### src/index_tracking_sorter_assert.svh
// Assertion macros for the sorter top level, compiled out for synthesis.
`ifndef INDEX_TRACKING_SORTER_ASSERT_SVH
`define INDEX_TRACKING_SORTER_ASSERT_SVH

`ifndef SYNTHESIS

// Same-cycle implication, checked out of reset.
`define ITS_ASSERT_NOW(lbl, ante, cons, msg) \
  lbl: assert property (@(posedge clk) disable iff (!rst_n) (ante) |-> (cons)) \
    else $error(msg);

// Next-cycle implication, checked out of reset.
`define ITS_ASSERT_NEXT(lbl, ante, cons, msg) \
  lbl: assert property (@(posedge clk) disable iff (!rst_n) (ante) |=> (cons)) \
    else $error(msg);

`else

`define ITS_ASSERT_NOW(lbl, ante, cons, msg)
`define ITS_ASSERT_NEXT(lbl, ante, cons, msg)

`endif

`endif

### src/its_pkg.sv
// Shared constants and types for the index tracking sorter.
`default_nettype none

package its_pkg;

  localparam int MAX_LEN     = 64;
  localparam int VALUE_WIDTH = 32;
  localparam int SRC_IDX_W   = 6;
  localparam int CNT_W       = $clog2(MAX_LEN + 1);
  localparam int OUT_DATA_W  = ((VALUE_WIDTH + SRC_IDX_W + 7) / 8) * 8;
  localparam int IN_DATA_W   = ((VALUE_WIDTH + 7) / 8) * 8;

  typedef struct packed {
    logic                          vld;
    logic [SRC_IDX_W-1:0]          idx;
    logic signed [VALUE_WIDTH-1:0] val;
  } entry_t;

  typedef struct packed {
    logic ins;    // insert the broadcast word this cycle
    logic drain;  // shift every cell one place toward the head
  } cell_ctl_t;

endpackage

`default_nettype wire

### src/its_cell.sv
// One sorter cell: holds a single entry, inserts in order and shifts on drain.
`default_nettype none

module its_cell (
  input  wire logic                                  clk,
  input  wire logic                                  rst_n,
  input  wire its_pkg::cell_ctl_t                    ctl,
  input  wire logic signed [its_pkg::VALUE_WIDTH-1:0] new_val,
  input  wire logic [its_pkg::SRC_IDX_W-1:0]         new_idx,
  input  wire logic                                  lt_prev,
  input  wire its_pkg::entry_t                       left_ent,
  input  wire its_pkg::entry_t                       right_ent,
  output logic                                       lt,
  output its_pkg::entry_t                            ent
);
  import its_pkg::*;

  entry_t ent_r;
  entry_t ent_nxt;

  // An empty cell acts as plus infinity. Ties compare false, so an equal
  // newcomer lands behind older entries and arrival order is kept.
  assign lt  = !ent_r.vld || (new_val < ent_r.val);
  assign ent = ent_r;

  always_comb begin
    ent_nxt = ent_r;
    if (ctl.drain) begin
      ent_nxt = right_ent;
    end else if (ctl.ins) begin
      if (lt_prev) begin
        ent_nxt = left_ent;
      end else if (lt) begin
        ent_nxt.vld = 1'b1;
        ent_nxt.idx = new_idx;
        ent_nxt.val = new_val;
      end
    end
  end

  always_ff @(posedge clk) begin
    if (!rst_n) begin
      ent_r.vld <= 1'b0;
    end else begin
      ent_r.vld <= ent_nxt.vld;
    end
    ent_r.idx <= ent_nxt.idx;
    ent_r.val <= ent_nxt.val;
  end

endmodule

`default_nettype wire

### config.mk
export PLATFORM = sky130hd
export DESIGN_NAME = its_cell
export DESIGN_NICKNAME = d
export VERILOG_FILES = /design/src/index_tracking_sorter_assert.svh /design/src/its_pkg.sv /design/src/its_cell.sv
export SDC_FILE = /design/constraint.sdc
export NUM_CORES = 1
export LEC_CHECK = 0
export BUFFER_PORTS_ARGS = -buffer_cell sky130_fd_sc_hd__buf_2
export CELL_PAD_IN_SITES_DETAIL_PLACEMENT = 1
export CELL_PAD_IN_SITES_GLOBAL_PLACEMENT = 2
export CORE_ASPECT_RATIO = 0.9
export CORE_UTILIZATION = 22
export DETAILED_ROUTE_END_ITERATION = 8
export GPL_TIMING_DRIVEN = 0
export PLACE_DENSITY_LB_ADDON = 0.2
export SLEW_MARGIN = 20
export SYNTH_ARGS = -nofsm -noshare
export SYNTH_HDL_FRONTEND = slang
export SYNTH_SLANG_ARGS = --single-unit
### constraint.sdc
create_clock -name clk -period 3.5 [get_ports clk]
set_clock_uncertainty 0.1 [all_clocks]
set_input_delay 0.175 -clock clk [delete_from_list [all_inputs] [get_ports clk]]
set_output_delay 0.175 -clock clk [all_outputs]
set_load 0.03 [all_outputs]
==> results of run 1 <==
cell type report:
cell class | count | area share [%]
buffer | 14 | 1.75
clock buffer | 7 | 3.31
clock inverter | 1 | 0.125
inverter | 34 | 3.18
multi-input combinational | 208 | 36.3
sequential | 39 | 29.0
tap | 160 | 4.99
timing repair buffer | 161 | 21.3
critical path, cell delays in order (launching register included):
cell and delay [ps]:
edfxtp_1 380, inv_1 70, ha_1 230, a21oi_1 160, o21ai_1 120, a22oi_1 340
nand4_1 230, a31oi_4 610, buf_16 240, buf_16 150
cells in the final DEF (no fill, tap or decap):
cell | netlist | layout
clkbuf_1 | 8 | 10
edfxtp_1 | 38 | 38
o21ai_1 | 4 | 4
nand2_1 | 50 | 50
nand4_1 | 1 | 1
dlygate4sd3_1 | 0 | 1
inv_1 | 34 | 34
a31oi_4 | 0 | 1
o211ai_1 | 2 | 2
a21oi_2 | 2 | 2
and2_1 | 1 | 1
clkinv_2 | 0 | 1
ha_1 | 31 | 31
o21ai_0 | 46 | 46
nor2_1 | 7 | 7
buf_4 | 4 | 4
nand2_2 | 1 | 1
a211oi_2 | 1 | 1
mux2i_1 | 38 | 38
a22oi_1 | 2 | 2
nor4_2 | 1 | 1
nor3_1 | 2 | 2
o311ai_1 | 1 | 1
dfxtp_1 | 1 | 1
buf_16 | 0 | 2
a21oi_1 | 14 | 14
and4_1 | 1 | 1
o22ai_1 | 1 | 1
nand3b_1 | 1 | 1
buf_2 | 2 | 160
clkbuf_16 | 0 | 5
what timing repair did:
action	in CTS	in global routing
hold buffers	1	0
endpoints found under the hold margin	1	0
endpoints found under the setup margin	0	0
metrics by stage:
| stage | power [uW] | TNS, ps | area [um^2] |
|---|---|---|---|
| global route | 1630 | 0 | 4010 |
| CTS | 1570 | 0 | 4010 |
| floorplan | 893 | 0 | 2810 |
| finish | 1530 | 0 | 4010 |
| detailed placement | 1100 | 0 | 3860 |
| global placement | 1070 | -26060 | 3800 |
power groups by stage:
stage                     clock network (uW)  logic, uW  registers (uW)
after global placement                     0        467             605
after global routing                     491        540             601
after CTS                                479        494             594
after floorplan                            0        190             703
final                                    458        479             593
after detailed placement                   0        491             604
cell families (layout without fill, tap and decap cells):
group	count (synthesis)	after routing	share of synthesized area, %
compound gates	74	74	14.3
simple gates	65	65	9.70
buf+inv	48	217	7.06
flops	39	39	41.5
mux	38	38	13.6
fa+ha+maj	31	31	13.9
layer usage:
layer / vias to the layer above / share of wire (%)
met5: - / 0
met2: 87 / 47
li1: 1376 / -
met1: 1259 / 45
met3: 8 / 6.9
met4: 0 / 1.0
worst paths after layout:
kind | start | to | slack [ps] | depth (start not counted)
worst min-delay path | right_ent[33] | ent[33] | 70 | 3
worst max-delay path | ent[5] | ent[18] | 580 | 9
worst min register to register | ent[38] | ent[38] | 610 | 3
worst max register to register | ent[5] | ent[18] | 580 | 9
synthesized netlist by cell type, types with 2 or more instances:
| cell type | count | share of area, % |
|---|---|---|
| nand2_1 | 50 | 6.7 |
| o21ai_0 | 46 | 8.2 |
| inv_1 | 34 | 4.6 |
| a21oi_2 | 2 | 0.63 |
| o21ai_1 | 4 | 0.71 |
| nor2_1 | 7 | 0.94 |
| a21oi_1 | 14 | 2.5 |
| nor3_1 | 2 | 0.36 |
| clkbuf_1 | 8 | 1.1 |
| buf_2 | 2 | 0.36 |
| ha_1 | 31 | 14 |
| mux2i_1 | 38 | 14 |
| buf_4 | 4 | 1.1 |
| o211ai_1 | 2 | 0.54 |
| a22oi_1 | 2 | 0.54 |
| edfxtp_1 | 38 | 41 |
==> reports/qor.yml, run 1 <==
clock_network:
  cts_tree: "built"
  cts_htree_levels: 2
  cts_resized: 0
  clockBufferDepth: 2
  cts_root_buffer: "clkbuf_16"
  postCtsSetupBuffers: 0
  clock-sinks: 39
  cts.clk_slew.worst_paths_ps: 60
  worstSkewPairLatency_ps: 290
  cts-buffers-inserted: 5
layout:
  fin_nets: 615
  area_delta_synth_final_pct: 43.2
  multi_input_area_um2: 1460
  seqCellArea_um2: 1160
  fin_cells: 624
  drive_gt1_share_pct: 38.4
  num-fill-cells: 1477
  antenna_cells: 0
  fin_util_pct: 32.8
  largest_reg_flops: 39
placed_design:
  dp_cells: 615
  pre_cts_ws_ps: 504
  place_congestion: 0.703
  portBuffers: 158
  dp_hpwl_um: 7470
synth:
  yosys_warnings: 0
  synth_ff_type: "edfxtp_1"
  syn-cell-area_um2: 2800
  avgSynthCellArea_um2: 9.49
  async_flop_share_pct: 0
  synth_seq_cells: 39
  syn_inst: 295
  synth_edf_count: 38
  synth.net_count: 447
  seq_area_frac_synth_pct: 41.5
  synth_cell_types: 27
global_route:
  use_met1_pct: 18.1
  grt.total_usage_pct: 14.6
  grt-ovfl-total: 0
  grt_pass1_wl_um: 14700
  grt_pass1_vias: 2988
  grtUsageMet3_pct: 3.87
  grt_max_degree: 16
  antenna_found_initial: 0
  busiest_layer: "met2"
  met2_usage_pct: 25.1
pwr:
  seq_power_share_pct: 38.8
  cellPowerDensity_nw_per_um2: 382
  leakage_uw: 0.00202
  power_frac_clock_pct: 29.9
  ir_drop_mv: 0.139
  p_comb_share_pct: 31.3
  power.switching_uw: 507
  switching_share_pct: 33.2
  power.internal_uw: 1020
timing:
  period_needed_ps: 2920
  maxSlewHeadroom_pct: 55.9
  post-route-period-util_pct: 83.6
  worst_pin_slew_ps: 662
  max_clock_freq_ghz: 0.342
  setup_viol: 0
  hold_slack_ps: 66.6
  setup_ws_ps: 575
  rsz0062_at_grt: "no"
  slew_viol_final: 0
  finalHoldViolations: 0
floorplan:
  initial_utilization_pct: 22.9
  core_um2: 12200
  die_x_um: 121
  die-area_um2: 13200
  die_y_um: 109
  num_rows: 38
  pin_count: 161
routing:
  wl_per_cell_um: 14.8
  via_count: 2730
  drc: 0
  drtIter0Drc: 51
  wl_um: 9210
  first_pass_iters: 4
  drt-vias-per-instance: 4.38
  ant_nets: 0
worst_hold_path:
  hold_class: "in2reg"
critical_path:
  cp.arrival_ps: 2820
  end_kind: "flop"
  start_kind: "flop"
  path_class: "reg2reg"
  cp.required_ps: 3400
  critPathMaxFanout: 15
status:
  status: "finished, final reports clean"
job:
  max-cap-violations: 0
(Power assumes the default switching activity.)
==> run 2: changes to the inputs <==
--- a/config.mk
+++ b/config.mk
@@ -9,7 +9,7 @@
 export CELL_PAD_IN_SITES_DETAIL_PLACEMENT = 1
 export CELL_PAD_IN_SITES_GLOBAL_PLACEMENT = 2
 export CORE_ASPECT_RATIO = 0.9
-export CORE_UTILIZATION = 22
+export CORE_UTILIZATION = 24
 export DETAILED_ROUTE_END_ITERATION = 8
 export GPL_TIMING_DRIVEN = 0
 export PLACE_DENSITY_LB_ADDON = 0.2
==> constraint.sdc (replaced) <==
create_clock -name clk -period 2.9 [get_ports clk]
set_clock_uncertainty 0.1 [all_clocks]
set_input_delay 0.145 -clock clk [delete_from_list [all_inputs] [get_ports clk]]
set_output_delay 0.145 -clock clk [all_outputs]
set_load 0.03 [all_outputs]
==> reports/qor.yml, run 2 (same netlist as run 1, synthesis figures left out) <==
pwr:
  cellPowerDensity_nw_per_um2: 457  # +20%
  switching_share_pct: 32.6  # -0.53 points
  power.internal_uw: 1230  # +21%
  p_comb_share_pct: 31.3  # about the same
  power_frac_clock_pct: 29.5  # -0.4 points
  power.switching_uw: 597  # +18%
  ir_drop_mv: 0.216  # +55%
  seq_power_share_pct: 39.2  # +0.4 points
  leakage_uw: 0.00202  # unchanged
routing:
  via_count: 2720  # -0.37%
  first_pass_iters: 4  # unchanged
  wl_um: 8820  # -4.2%
  ant_nets: 0  # unchanged
  drt-vias-per-instance: 4.39  # +0.28%
  drtIter0Drc: 79  # +55%
  drc: 0  # unchanged
  wl_per_cell_um: 14.2  # -3.6%
clock_network:
  cts_resized: 0  # unchanged
  cts-buffers-inserted: 5  # unchanged
  clockBufferDepth: 2  # unchanged
  clock-sinks: 39  # unchanged
  cts.clk_slew.worst_paths_ps: 60  # about the same
  cts_root_buffer: "clkbuf_16"
  cts_htree_levels: 2  # unchanged
  worstSkewPairLatency_ps: 280  # about the same
  cts_tree: "built"
worst_hold_path:
  holdCritStartpoint: "right_ent[4]"
  hold_class: "in2reg"
floorplan:
  die_y_um: 104  # -4.2%
  die-area_um2: 12100  # -8.2%
  core_um2: 11400  # -6.8%
  pin_count: 161  # unchanged
  num_rows: 37  # -2.6%
  die_x_um: 116  # -4.2%
  initial_utilization_pct: 24.6  # +1.7 points
global_route:
  grt_pass1_wl_um: 14200  # -3.9%
  grt_pass1_vias: 2806  # -6.1%
  grt_max_degree: 16  # unchanged
  antenna_found_initial: 0  # unchanged
  grt-ovfl-total: 0  # unchanged
  grt.total_usage_pct: 15.0  # +0.37 points
critical_path:
  setup.worst_path.start: "ent[5]"
  cp.arrival_ps: 2510  # -310 ps
  crit_chain: "inv_1 -> ha_1 -> a21oi_1 -> o21ai_1 -> a22oi_1 -> nand4_1 -> a31oi_4 -> buf_16"
  start_kind: "flop"
  r2r_slack_ps: 280  # -300 ps
  critPathMaxFanout: 15  # unchanged
  max_stage_delay_ps: 560  # -50 ps
  end_kind: "flop"
  critical_path.slowest_cell: "a31oi_4"
  reg2reg_depth: 8  # -1
  path_class: "reg2reg"
  reg2reg_to: "ent[22]"
  crit_path_end: "ent[22]"
  cp.required_ps: 2790  # -610 ps
  timing.rr.start: "ent[5]"
timing:
  maxSlewHeadroom_pct: 59.8  # +3.9 points
  finalHoldViolations: 0  # unchanged
  hold_slack_ps: 40.0  # -26.6 ps
  tns_ps: 0  # unchanged
  rsz0062_at_grt: "no"
  worst_pin_slew_ps: 602  # -59.2 ps
  setup_viol: 0  # unchanged
  max_clock_freq_ghz: 0.382  # +12%
  post-route-period-util_pct: 90.3  # +6.8 points
  period_needed_ps: 2620  # -304 ps
  slew_viol_final: 0  # unchanged
job:
  max-cap-violations: 0  # unchanged
layout:
  fin_util_pct: 35.2  # +2.3 points
  area_delta_synth_final_pct: 43.0
  final_cell_mix: "buf_2, nand2_1, o21ai_0, mux2i_1, edfxtp_1"
  antenna_cells: 0  # unchanged
  drive_gt1_share_pct: 38.4  # unchanged
  fin_nets: 615  # unchanged
  num-fill-cells: 1424  # -3.6%
  final_common_cell: "buf_2"
  largest_reg_flops: 39  # unchanged
placed_design:
  dp_hpwl_um: 7150  # -4.3%
  portBuffers: 158  # unchanged
  place_congestion: 0.702  # -0.20%
status:
  status: "finished, final reports clean"
run 2: worst max-delay path: cells and delay by family (launching register included):
kind,cells,cell delay (ps)
fa+ha+maj,1,230
simple gates,1,210
flops,1,380
compound gates,4,1090
buf+inv,2,300
run 2: timing repair:
item / CTS / global route
setup buffers: 0 / 0
hold buffers: 1 / 0
endpoints found under the hold margin: 1 / 0
run 2: routing by layer:
metal  vias to the layer above  global-route usage (%)  part of all wire [%]
li1                       1378                       -                     -
met1                      1252                    18.8                    44
met2                        88                    25.7                    48
met3                         2                    4.20                   7.1
met4                         0                    2.47                  0.37
met5                         -                       0                     0
run 2: layout make-up:
| type | count | area (um^2) | area share [%] |
|---|---|---|---|
| inverter | 34 | 128 | 3.19 |
| multi-input combinational | 208 | 1460 | 36.4 |
| buffer | 14 | 70.1 | 1.75 |
| clock buffer | 7 | 133 | 3.31 |
| clock inverter | 1 | 5.00 | 0.125 |
| tap | 156 | 195 | 4.87 |
| timing repair buffer | 161 | 856 | 21.4 |
| sequential | 39 | 1160 | 29.0 |
run 2: worst min path at each step:
stage	to	slack (ps)	depth (start not counted)
finish	ent[4]	40	3
floorplan	ent[38]	170	1
detailed placement	ent[38]	250	2
CTS	ent[37]	40	3
global route	ent[2]	50	3
global placement	ent[38]	250	2
run 2: stage by stage:
stage	std cells	area [um^2]	setup slack (ps)	total power [uW]
floorplan	295	2820	164	1080
global placement	609	3800	-317	1290
detailed placement	611	3860	233	1310
CTS	620	4000	213	1870
global route	620	4000	112	1950
finish	620	4000	280	1830
run 2: power by group through the flow:
stage	combinational (uW)	sequential, uW	clock, uW
after CTS	589	718	567
final	573	717	540
after global placement	563	729	0
after floorplan	232	848	0
after detailed placement	584	730	0
after global routing	644	724	584
==> run 3: changes to the inputs <==
==> constraint.sdc (replaced) <==
create_clock -name clk -period 2.7 [get_ports clk]
set_clock_uncertainty 0.1 [all_clocks]
set_input_delay 0.135 -clock clk [delete_from_list [all_inputs] [get_ports clk]]
set_output_delay 0.135 -clock clk [all_outputs]
set_load 0.03 [all_outputs]
==> reports/qor.yml, run 3 (same netlist as run 1, synthesis figures left out) <==
status:
  status: "finished, final reports clean"
timing:
  finalHoldViolations: 0  # unchanged
  worst_pin_slew_ps: 537  # -65.5 ps
  setup_viol: 0  # unchanged
  max_clock_freq_ghz: 0.407  # +6.6%
  rsz0062_at_grt: "no"
  slew_viol_final: 0  # unchanged
  period_needed_ps: 2460  # -162 ps
  post-route-period-util_pct: 91.0  # +0.69 points
  maxSlewHeadroom_pct: 64.2  # +4.4 points
worst_hold_path:
  hold_class: "in2reg"
  whs_path_depth: 3  # unchanged
  hold_end: "ent[32]"
  holdCritStartpoint: "right_ent[32]"
placed_design:
  portBuffers: 158  # unchanged
  place_congestion: 0.694  # -1.2%
  dp_cells: 611  # unchanged
  dp_hpwl_um: 7260  # +1.7%
routing:
  drtIter0Drc: 61  # -23%
  ant_nets: 0  # unchanged
  first_pass_iters: 4  # unchanged
  drc: 0  # unchanged
  wl_per_cell_um: 14.2  # -0.40%
  wl_um: 8840  # +0.24%
  drt-vias-per-instance: 4.37  # -0.39%
  via_count: 2727  # +0.26%
job:
  max-cap-violations: 0  # unchanged
floorplan:
  pin_count: 161  # unchanged
  die_y_um: 104  # unchanged
  initial_utilization_pct: 24.6  # unchanged
  num_rows: 37  # unchanged
  die_x_um: 116  # unchanged
  die-area_um2: 12100  # unchanged
  core_um2: 11400  # unchanged
clock_network:
  clock-sinks: 39  # unchanged
  worstSkewPairLatency_ps: 280  # about the same
  cts_htree_levels: 2  # unchanged
  cts.clk_slew.worst_paths_ps: 60  # about the same
  cts_root_buffer: "clkbuf_16"
  clockBufferDepth: 2  # unchanged
  cts-buffers-inserted: 5  # unchanged
  cts_tree: "built"
global_route:
  grt-ovfl-total: 0  # unchanged
  antenna_found_initial: 1  # +1
  grt_max_degree: 16  # unchanged
  grt.total_usage_pct: 15.2  # +0.15 points
  grt_pass1_wl_um: 14100  # -0.49%
  grt_pass1_vias: 2907  # +3.6%
critical_path:
  critPathMaxFanout: 14  # -1
  critical_path.slowest_cell: "edfxtp_1"
  path_class: "reg2reg"
  crit_chain: "inv_1 -> ha_1 -> a21oi_1 -> o21ai_1 -> a22oi_1 -> nand4_1 -> a31oi_4 -> buf_4 -> buf_16"
  r2r_slack_ps: 240  # -40 ps
  max_stage_delay_ps: 390  # -170 ps
  reg2reg_depth: 9  # +1
  critical_path.top_delay_family: "compound AO/OA/AOI/OAI gates"
  start_kind: "flop"
  end_kind: "flop"
  setup.worst_path.start: "ent[5]"
  reg2reg_to: "ent[36]"
  timing.rr.start: "ent[5]"
  cp.arrival_ps: 2350  # -160 ps
  cp_num_buf_inv: 3  # +1
  cp.required_ps: 2590  # -200 ps
layout:
  area_delta_synth_final_pct: 45.2
  drive_gt1_share_pct: 39.6  # +1.3 points
  fin_util_pct: 35.7  # +0.55 points
  fin_nets: 618  # +0.49%
  final_cell_mix: "buf_2, nand2_1, o21ai_0, mux2i_1, edfxtp_1"
  final_common_cell: "buf_2"
  largest_reg_flops: 39  # unchanged
  fin_cells: 624  # +0.65%
pwr:
  ir_drop_mv: 0.243  # +13%
  cellPowerDensity_nw_per_um2: 489  # +7.0%
  leakage_uw: 0.00204  # +0.85%
-- run 3: worst max-delay path by stage --
stage | end | slack, ps | depth (start not counted)
after global placement | ent[8] | -600 | 7
after global routing | ent[0] | 40 | 9
after floorplan | ent[0] | -2 | 7
final | ent[36] | 240 | 9
after CTS | ent[1] | 210 | 9
after detailed placement | ent[8] | -130 | 8
-- run 3: power by group --
| group | switching [uW] | leakage (uW) | internal, uW | total (uW) |
|---|---|---|---|---|
| logic | 379 | 0.00157 | 252 | 631 |
| registers | 29.3 | 0.000401 | 743 | 773 |
| clock network | 244 | 0.0000679 | 342 | 586 |
-- run 3: routing by layer --
metal	vias to the layer above	wire, um	part of all wire (%)	GRT usage [%]
met4	0	79	0.89	2.93
met3	4	672	7.6	4.20
met1	1243	3970	45	19.0
met5	-	0	0	0
li1	1385	-	-	-
met2	95	4130	47	25.8
-- run 3: tightest hold or removal path, stage by stage --
cell     delay (ps)
buf_2            70
nand2_1          40
o21ai_0          50
-- run 3: layout make-up --
| cell class | count | area, um^2 |
|---|---|---|
| Inverter | 34 | 128 |
| Fill cell | 1406 | 7320 |
| Sequential cell | 39 | 1160 |
| Multi-Input combinational cell | 208 | 1480 |
| Timing Repair Buffer | 164 | 891 |
| Buffer | 14 | 70.1 |
| Antenna cell | 1 | 2.50 |
| Tap cell | 156 | 195 |
| Clock inverter | 1 | 5.00 |
| Clock buffer | 7 | 133 |
-- run 3: stage by stage --
step	TNS (ps)	hold slack [ps]	power, uW	cell area [um^2]	setup slack (ps)
global placement	-22630	241	1400	3830	-597
finish	0	26.5	1990	4070	242
detailed placement	-3600	252	1420	3880	-130
CTS	0	26.5	2030	4060	209
global route	0	37.2	2130	4070	39.7
floorplan	-79.7	157	1170	2840	-2.10
-- run 3: timing repair --
item	4_1_cts	5_1_grt
endpoints found under the setup margin	29	0
endpoints found under the hold margin	1	0
gates resized for setup	0	0
buffers inserted	3	0
hold buffers	1	0
